## config.mk

```make
export PLATFORM = sky130hd
export DESIGN_NAME = differential_drive_mixer
export DESIGN_NICKNAME = d
export VERILOG_FILES = /design/src/design/ddm_pkg.sv /design/src/design/ddm_div.sv /design/src/design/differential_drive_mixer.sv
export SDC_FILE = /design/constraint.sdc
export NUM_CORES = 2
export LEC_CHECK = 0
export BUFFER_PORTS_ARGS = -buffer_cell sky130_fd_sc_hd__buf_2
export CAP_MARGIN = 20
export CORE_MARGIN = 1
export CORE_UTILIZATION = 46
export CTS_BUF_LIST = sky130_fd_sc_hd__clkbuf_8
export CTS_CLUSTER_SIZE = 40
export DETAILED_ROUTE_END_ITERATION = 8
export GPL_TIMING_DRIVEN = 0
export MAX_ROUTING_LAYER = met4
export PLACE_DENSITY = 0.65
export SYNTH_ARGS = -nofsm -noshare
export SYNTH_HDL_FRONTEND = slang
export SYNTH_SLANG_ARGS = --single-unit
```

## constraint.sdc

```tcl
create_clock -name i_clk -period 47.6 [get_ports i_clk]
set_clock_uncertainty 0.2 [all_clocks]
set_input_delay 2.38 -clock i_clk [delete_from_list [all_inputs] [get_ports i_clk]]
set_output_delay 2.38 -clock i_clk [all_outputs]
set_load 0.03 [all_outputs]
```

## src/design/ddm_pkg.sv

```systemverilog
package ddm_pkg;

    localparam int FRACTION_BITS       = 14;
    localparam int ANGLE_FRACTION_BITS = 7;

    localparam int UNIT_ONE = 1 << FRACTION_BITS;
    localparam int DEG_UNIT = 1 << ANGLE_FRACTION_BITS;

    localparam logic signed [15:0] ONE_Q   = 16'(UNIT_ONE);
    localparam logic signed [15:0] DEG_45  = 16'(45 * DEG_UNIT);
    localparam logic signed [15:0] DEG_90  = 16'(90 * DEG_UNIT);
    localparam logic signed [15:0] DEG_135 = 16'(135 * DEG_UNIT);
    localparam logic signed [15:0] DEG_180 = 16'(180 * DEG_UNIT);

    // Divider geometry: numerator magnitude, divisor and quotient widths.
    localparam int NUM_W  = 28;
    localparam int DEN_W  = 15;
    localparam int QUOT_W = 15;

    typedef enum logic [1:0] {
        KIND_SIGNED   = 2'd0,
        KIND_UNSIGNED = 2'd1,
        KIND_POWER    = 2'd2,
        KIND_UNUSED   = 2'd3
    } t_kind;

    // Sideband carried alongside the divider.
    typedef struct packed {
        logic signed [15:0] fixed_val;  // field that does not take the quotient
        logic signed [15:0] base;       // offset added to the signed quotient
        logic               q_second;   // quotient goes to second result
        logic               neg;        // negate the quotient magnitude
        logic               clamp;      // clamp the quotient field to +-1.0
    } t_side;

endpackage

```

## src/design/ddm_div.sv

```systemverilog
module ddm_div
    import ddm_pkg::*;
(
    input  logic              i_clk,
    input  logic              i_rst_n,
    input  logic              i_en,
    input  logic              i_valid,
    input  logic [NUM_W-1:0]  i_num,
    input  logic [DEN_W-1:0]  i_den,
    input  t_side             i_side,
    output logic              o_valid,
    output logic [QUOT_W-1:0] o_quot,
    output t_side             o_side
);

    // One quotient bit per stage, MSB first.
    logic              w_valid [0:QUOT_W-1];
    logic [NUM_W-1:0]  w_rem   [0:QUOT_W-1];
    logic [DEN_W-1:0]  w_den   [0:QUOT_W-1];
    logic [QUOT_W-1:0] w_quot  [0:QUOT_W-1];
    t_side             w_side  [0:QUOT_W-1];

    logic              r_valid [0:QUOT_W-1];
    logic [NUM_W-1:0]  r_rem   [0:QUOT_W-1];
    logic [DEN_W-1:0]  r_den   [0:QUOT_W-1];
    logic [QUOT_W-1:0] r_quot  [0:QUOT_W-1];
    t_side             r_side  [0:QUOT_W-1];

    genvar k;
    generate
        for (k = 0; k < QUOT_W; k++) begin : g_stage
            logic [NUM_W+1:0] trial;
            logic             ge;

            if (k == 0) begin : g_first
                assign w_valid[k] = i_valid;
                assign w_rem[k]   = i_num;
                assign w_den[k]   = i_den;
                assign w_quot[k]  = '0;
                assign w_side[k]  = i_side;
            end else begin : g_next
                assign w_valid[k] = r_valid[k-1];
                assign w_rem[k]   = r_rem[k-1];
                assign w_den[k]   = r_den[k-1];
                assign w_quot[k]  = r_quot[k-1];
                assign w_side[k]  = r_side[k-1];
            end

            assign trial = (NUM_W+2)'(w_den[k]) << (QUOT_W - 1 - k);
            assign ge    = {2'b00, w_rem[k]} >= trial;

            always_ff @(posedge i_clk) begin
                if (!i_rst_n) begin
                    r_valid[k] <= 1'b0;
                end else if (i_en) begin
                    r_valid[k] <= w_valid[k];
                end
                if (i_en) begin
                    r_rem[k]  <= ge ? NUM_W'({2'b00, w_rem[k]} - trial) : w_rem[k];
                    r_den[k]  <= w_den[k];
                    r_quot[k] <= {w_quot[k][QUOT_W-2:0], ge};
                    r_side[k] <= w_side[k];
                end
            end
        end
    endgenerate

    assign o_valid = r_valid[QUOT_W-1];
    assign o_quot  = r_quot[QUOT_W-1];
    assign o_side  = r_side[QUOT_W-1];

endmodule

```

## src/design/differential_drive_mixer.sv

```systemverilog
// Pipeline from input transfer to result: clamp, decode, multiply, round,
// 15 divider stages, output register.
// Throughput: one transfer per cycle; the 15-stage restoring divider is
// fully pipelined, so the whole pipe only holds when the output is stalled.
// Reset (synchronous, active low) clears all valid bits; payload is not reset.
module differential_drive_mixer
    import ddm_pkg::*;
(
    input  logic               i_clk,
    input  logic               i_rst_n,
    input  logic               i_valid,
    output logic               o_stall,
    input  logic [1:0]         i_source_kind,
    input  logic [1:0]         i_target_kind,
    input  logic signed [15:0] i_first_value,
    input  logic signed [15:0] i_second_value,
    output logic               o_valid,
    input  logic               i_stall,
    output logic signed [15:0] o_first_result,
    output logic signed [15:0] o_second_result
);

    // Global advance: every stage moves unless the output holds a stalled result.
    logic w_en;
    assign w_en    = !(o_valid && i_stall);
    assign o_stall = !w_en;

    // ---------------- Stage 1: clamp values to the source ranges ----------------
    logic signed [15:0] n_a, n_b;
    logic               r1_valid;
    logic signed [15:0] r1_a, r1_b;
    t_kind              r1_src, r1_dst;

    always_comb begin
        n_a = i_first_value;
        n_b = i_second_value;
        case (t_kind'(i_source_kind))
            KIND_SIGNED: begin
                if (n_a < -ONE_Q) n_a = -ONE_Q;
                if (n_a > ONE_Q) n_a = ONE_Q;
                if (n_b < -DEG_90) n_b = -DEG_90;
                if (n_b > DEG_90) n_b = DEG_90;
            end
            KIND_UNSIGNED: begin
                if (n_a < 0) n_a = '0;
                if (n_a > ONE_Q) n_a = ONE_Q;
                if (n_b < -DEG_180) n_b = -DEG_180;
                if (n_b > DEG_180) n_b = DEG_180;
            end
            KIND_POWER: begin
                if (n_a < -ONE_Q) n_a = -ONE_Q;
                if (n_a > ONE_Q) n_a = ONE_Q;
                if (n_b < -ONE_Q) n_b = -ONE_Q;
                if (n_b > ONE_Q) n_b = ONE_Q;
            end
            default: ;
        endcase
    end

    always_ff @(posedge i_clk) begin
        if (!i_rst_n) begin
            r1_valid <= 1'b0;
        end else if (w_en) begin
            r1_valid <= i_valid;
        end
        if (w_en) begin
            r1_a   <= n_a;
            r1_b   <= n_b;
            r1_src <= t_kind'(i_source_kind);
            r1_dst <= t_kind'(i_target_kind);
        end
    end

    // ---------------- Stage 2: decode the conversion ----------------
    // Each case becomes: one field passed as is, the other base +/- q where
    // q = round(|m1*m2| / den). Cases without division use m1 = 0, den = 1.
    logic signed [15:0] n_m1, n_m2;
    logic [DEN_W-1:0]   n_den;
    t_side              n_side;
    logic signed [15:0] w_la, w_lb;
    logic               w_uo;

    assign w_la = r1_a < 0 ? -r1_a : r1_a;
    assign w_lb = r1_b < 0 ? -r1_b : r1_b;
    assign w_uo = (r1_dst == KIND_UNSIGNED);

    always_comb begin
        n_m1   = '0;
        n_m2   = '0;
        n_den  = DEN_W'(1);
        n_side = '{fixed_val: '0, base: '0, q_second: 1'b1, neg: 1'b0, clamp: 1'b0};

        if (r1_src == KIND_UNUSED || r1_dst == KIND_UNUSED) begin
            // leave both fields zero
        end else if (r1_src == r1_dst) begin
            n_side.fixed_val = r1_a;
            n_side.base      = r1_b;
        end else if (r1_src == KIND_POWER) begin
            // powers into speed/heading: faster motor sets the speed
            n_m2 = DEG_45;
            if (w_la >= w_lb) begin
                n_side.fixed_val = w_uo ? w_la : r1_a;
                n_m1  = r1_b;
                n_den = DEN_W'(w_la);
                if (r1_a > 0) begin
                    n_side.base = DEG_45;
                    n_side.neg  = 1'b1;
                end else if (r1_a == 0) begin
                    n_m1  = '0;
                    n_den = DEN_W'(1);
                end else begin
                    n_side.base = w_uo ? DEG_135 : DEG_45;
                    n_side.neg  = 1'b1;   // divisor is negative
                end
            end else begin
                n_side.fixed_val = w_uo ? w_lb : r1_b;
                n_m1  = r1_a;
                n_den = DEN_W'(w_lb);
                if (r1_b >= 0) begin
                    n_side.base = -DEG_45;
                end else begin
                    // subtract a quotient whose divisor is negative
                    n_side.base = w_uo ? -DEG_135 : -DEG_45;
                end
            end
        end else if (r1_dst == KIND_SIGNED) begin
            // unsigned speed into signed: fold the rear half-plane
            if (r1_b < -DEG_90) begin
                n_side.fixed_val = -r1_a;
                n_side.base      = -DEG_180 - r1_b;
            end else if (r1_b > DEG_90) begin
                n_side.fixed_val = -r1_a;
                n_side.base      = DEG_180 - r1_b;
            end else begin
                n_side.fixed_val = r1_a;
                n_side.base      = r1_b;
            end
        end else if (r1_dst == KIND_UNSIGNED) begin
            // signed speed into unsigned: reverse speed flips the heading
            if (r1_a < 0) begin
                n_side.fixed_val = -r1_a;
                n_side.base      = r1_b < 0 ? -r1_b - DEG_180 : DEG_180 - r1_b;
            end else begin
                n_side.fixed_val = r1_a;
                n_side.base      = r1_b;
            end
        end else begin
            // speed/heading into powers: 45 degree linear mix
            n_side.clamp = 1'b1;
            n_m1  = r1_a;
            n_den = DEN_W'(DEG_45);
            if (r1_b >= 0 && (r1_src == KIND_SIGNED || r1_b < DEG_90)) begin
                n_side.fixed_val = r1_a;
                n_m2 = DEG_45 - r1_b;
            end else if (r1_b >= DEG_90) begin
                n_side.q_second  = 1'b0;
                n_side.fixed_val = -r1_a;
                n_m2 = DEG_135 - r1_b;
            end else if (r1_b < -DEG_90 && r1_src == KIND_UNSIGNED) begin
                n_side.fixed_val = -r1_a;
                n_m2 = DEG_135 + r1_b;
            end else begin
                n_side.q_second  = 1'b0;
                n_side.fixed_val = r1_a;
                n_m2 = DEG_45 + r1_b;
            end
        end
    end

    logic               r2_valid;
    logic signed [15:0] r2_m1, r2_m2;
    logic [DEN_W-1:0]   r2_den;
    t_side              r2_side;

    always_ff @(posedge i_clk) begin
        if (!i_rst_n) begin
            r2_valid <= 1'b0;
        end else if (w_en) begin
            r2_valid <= r1_valid;
        end
        if (w_en) begin
            r2_m1   <= n_m1;
            r2_m2   <= n_m2;
            r2_den  <= n_den;
            r2_side <= n_side;
        end
    end

    // ---------------- Stage 3: multiply ----------------
    logic               r3_valid;
    logic signed [31:0] r3_prod;
    logic [DEN_W-1:0]   r3_den;
    t_side              r3_side;

    always_ff @(posedge i_clk) begin
        if (!i_rst_n) begin
            r3_valid <= 1'b0;
        end else if (w_en) begin
            r3_valid <= r2_valid;
        end
        if (w_en) begin
            r3_prod <= r2_m1 * r2_m2;
            r3_den  <= r2_den;
            r3_side <= r2_side;
        end
    end

    // ---------------- Stage 4: magnitude plus half divisor ----------------
    logic [31:0] w_pmag;
    t_side       n4_side;

    assign w_pmag = r3_prod < 0 ? 32'(-r3_prod) : 32'(r3_prod);

    always_comb begin
        n4_side     = r3_side;
        n4_side.neg = r3_side.neg ^ (r3_prod < 0);
    end

    logic             r4_valid;
    logic [NUM_W-1:0] r4_num;
    logic [DEN_W-1:0] r4_den;
    t_side            r4_side;

    always_ff @(posedge i_clk) begin
        if (!i_rst_n) begin
            r4_valid <= 1'b0;
        end else if (w_en) begin
            r4_valid <= r3_valid;
        end
        if (w_en) begin
            r4_num  <= w_pmag[NUM_W-1:0] + NUM_W'(r3_den >> 1);
            r4_den  <= r3_den;
            r4_side <= n4_side;
        end
    end

    // ---------------- Divider ----------------
    logic              w_dv_valid;
    logic [QUOT_W-1:0] w_quot;
    t_side             w_dv_side;

    ddm_div u_div (
        .i_clk   (i_clk),
        .i_rst_n (i_rst_n),
        .i_en    (w_en),
        .i_valid (r4_valid),
        .i_num   (r4_num),
        .i_den   (r4_den),
        .i_side  (r4_side),
        .o_valid (w_dv_valid),
        .o_quot  (w_quot),
        .o_side  (w_dv_side)
    );

    // ---------------- Output stage: apply sign, offset, clamp, route ----------------
    logic signed [17:0] w_q, w_v;
    logic signed [15:0] w_res;

    assign w_q = w_dv_side.neg ? -18'(w_quot) : 18'(w_quot);
    assign w_v = 18'(w_dv_side.base) + w_q;

    always_comb begin
        w_res = w_v[15:0];
        if (w_dv_side.clamp) begin
            if (w_v < 18'(-ONE_Q)) w_res = -ONE_Q;
            else if (w_v > 18'(ONE_Q)) w_res = ONE_Q;
        end
    end

    always_ff @(posedge i_clk) begin
        if (!i_rst_n) begin
            o_valid <= 1'b0;
        end else if (w_en) begin
            o_valid <= w_dv_valid;
        end
        if (w_en) begin
            o_first_result  <= w_dv_side.q_second ? w_dv_side.fixed_val : w_res;
            o_second_result <= w_dv_side.q_second ? w_res : w_dv_side.fixed_val;
        end
    end

`ifndef ASSERT_OFF
    a_stall_follows_output: assert property (@(posedge i_clk)
        o_stall == (o_valid && i_stall))
        else $error("input stall does not match output hold");

    a_first_in_range: assert property (@(posedge i_clk) disable iff (!i_rst_n)
        o_valid |-> (o_first_result >= -ONE_Q && o_first_result <= ONE_Q))
        else $error("first result out of range");

    a_second_in_range: assert property (@(posedge i_clk) disable iff (!i_rst_n)
        o_valid |-> (o_second_result >= -DEG_180 && o_second_result <= DEG_180))
        else $error("second result out of range");

    a_reset_clears: assert property (@(posedge i_clk)
        !i_rst_n |=> !o_valid)
        else $error("output valid after reset");
`endif

endmodule
```

==> metrics.cfg <==
[outcome]
outcome=finished, final reports clean

[timing]
hold_violations=0
setup_viol=0
slew_violations=0
post-route-period-util_pct=17.4
grt_setup_unrepaired=no
tightest_slew_ns=1.16
whs_ns=0.171
relSlewSlack_pct=22.9
fmax_mhz=121
setup_slack_ns=39.34
finalSetupTns_ns=0
min_period_ns=8.26

[drt]
route.vias.total=49665
dr.first_iter.drc_count=3679
viasPerCell=5.36
routedWlPerCell_um=19.2
drt_wl_total_mm=178
drc_errors=0
wl_met1_mm=76.6
drt_pass1_iterations=5
postRouteAntennaNets=0
wl_met3_mm=9.24
wl_met2_mm=86.2
dr.max_layer_used=met4

[cts]
cts_setup_buffers=0
cts_buffers=279
hold_buffers=0
clk_path_buf_depth=4
cts_sinks=1574
root_buffer=clkbuf_8
htreeDepth=5
cts_tree=done
cts_resized=0
clk_pin_slew_worst_paths_ns=0.06
clkLatencyLatePin_ns=0.96

[die]
io-pin-count=74
core_area_um2=174000
start_util_pct=46.4
rows=153
die_y_um=421
dieWidth_um=421
dieArea_um2=178000

[synth]
synth.most_common_cell=edfxtp_1
ys_seq_area_share_pct=58.4
synthesis.area_um2=80900
avgSynthCellArea_um2=12.6
synth_area_leaders=edfxtp_1 58%, fa_1 6.9%, ha_1 5.7%
synth_largest_area_cell=edfxtp_1
async_flop_share_pct=0
synth_fp_nets=7080
synth_cell_types=104
synth_common_cells=1568 x edfxtp_1, 686 x inv_1, 466 x nand2_1
yosysTopAreaCellShare_pct=58.2
ys_ff_latch=1574
synth_cells=6395
synthFlopType=edfxtp_1
ys_warn_count=0
synth-edff-count=1568

[setup_path]
cp_data_arrival_time_ns=8.74
worst-path-max-fanout=10
path_class=reg2reg
crit_path_end_kind=register
cp-start-kind=register
cp_data_required_time_ns=48.07

[final_layout]
post_layout_nonfiller_instances=9268
drive_gt1_share_pct=8.05
area_growth_pct=10.5
final_nets=7447

[pwr]
leakagePower_uw=0.0361
ir_worst_vdd_uv=27.5
p_per_area_nw_per_um2=54.2

[grt]
grt_pass1_wl_mm=279
grt.overflow.total=0
grtUsageTotal_pct=20.6
grt_pass1_vias=49946
antenna_found_initial=3
grt_max_degree=128

[placement]
port_buffers=71
place_inst=8806
dp_hpwl_mm=131
pre_cts_ws_ns=39.29
place_congestion=0.919

[min_path]
hp-class=reg2reg

[run]
cap_violations=0

routing by layer:
metal | vias up | track usage (%)
met1 | 24261 | 26.0
met4 | 0 | 7.65
li1 | 23761 | -
met3 | 357 | 3.58
met2 | 1286 | 33.4
met5 | - | -
power breakdown:
part | internal (uW) | switching, uW
Sequential | 1950 | 174
Clock | 582 | 519
Combinational | 679 | 945
Total | 3210 | 1640
logic make-up after synthesis:
family          after synthesis  synth area share [%]
compound gates             1170                  9.43
xor+xnor                    397                  4.30
fa+ha+maj                   645                  12.6
buf+inv                     892                  4.19
flops                      1574                  58.4
mux                          83                  1.11
simple gates               1634                  10.0
worst max-delay path, cell delays in order, from the launching register on:
cell and delay (ns):
edfxtp_1 0.61, clkbuf_1 0.57, nand2_1 0.18, fa_1 0.58
fa_1 0.43, fa_1 0.51, inv_1 0.05, fa_1 0.46
fa_1 0.54, inv_1 0.05, fa_1 0.52, inv_1 0.04
ha_1 0.32, nand2_1 0.07, a211oi_1 0.48, nand2_1 0.10
o21ai_0 0.56, nand4_1 0.23, a31oi_1 0.56, a41o_1 0.29
a21oi_1 0.08, xnor2_1 0.51
path summary, 6_finish.rpt:
path / end / depth (start not counted) / start / slack [ns]
worst max-delay path: r3_prod[31] / 21 / r2_m1[9] / 39.34
worst min-delay path: u_div.r_side[3][28] / 0 / u_div.r_side[2][28] / 0.17
worst max register to register: r3_prod[31] / 21 / r2_m1[9] / 39.34
worst min register to register: u_div.r_side[3][28] / 0 / u_div.r_side[2][28] / 0.17
cells in the final DEF (no fill, tap or decap), drive strengths merged, types with 49 or more instances in the layout:
| cell type | n |
|---|---|
| nor3 | 116 |
| ha | 366 |
| mux2 | 49 |
| nand4 | 49 |
| nor4 | 60 |
| a21oi | 324 |
| and2 | 163 |
| nand2b | 61 |
| a211oi | 63 |
| xor2 | 132 |
| a21o | 92 |
| o21ai | 272 |
| nand3 | 77 |
| fa | 279 |
| buf | 120 |
| inv | 768 |
| xnor2 | 265 |
| clkbuf | 447 |
| edfxtp | 1568 |
| clkinv | 93 |
| nor2 | 390 |
| nand2 | 467 |
metrics by stage:
| stage | cell area [um^2] | total power, uW | utilization (%) |
|---|---|---|---|
| 2_1_floorplan | 80900 | 3300 | - |
| 3_3_place_gp | 84200 | 3720 | 48.3 |
| 3_5_place_dp | 84600 | 3760 | 48.5 |
| 4_1_cts | 89400 | 4890 | 51.3 |
| 5_1_grt | 89400 | 5160 | 51.3 |
| 6_report | 89400 | 4850 | 51.3 |
flip-flops by register name, indices dropped and copies added, names as in the netlist, 28 cells and up:
register and cells:
n4_side 34, r2_side 35, r3_prod 29, r4_num 28, r4_side 35, u_div.r_den 210, u_div.r_quot 120, u_div.r_rem 392
u_div.r_side 525
area by class of cell:
cell class | instances | area, um^2
Sequential cell | 1574 | 47200
Buffer | 194 | 783
Clock buffer | 287 | 3950
Inverter | 698 | 2620
Fill cell | 15042 | 84800
Tap cell | 2325 | 2910
Multi-Input combinational cell | 3929 | 30300
Antenna cell | 1 | 2.50
Timing Repair Buffer | 86 | 746
Clock inverter | 174 | 852
(Power assumes the default switching activity.)
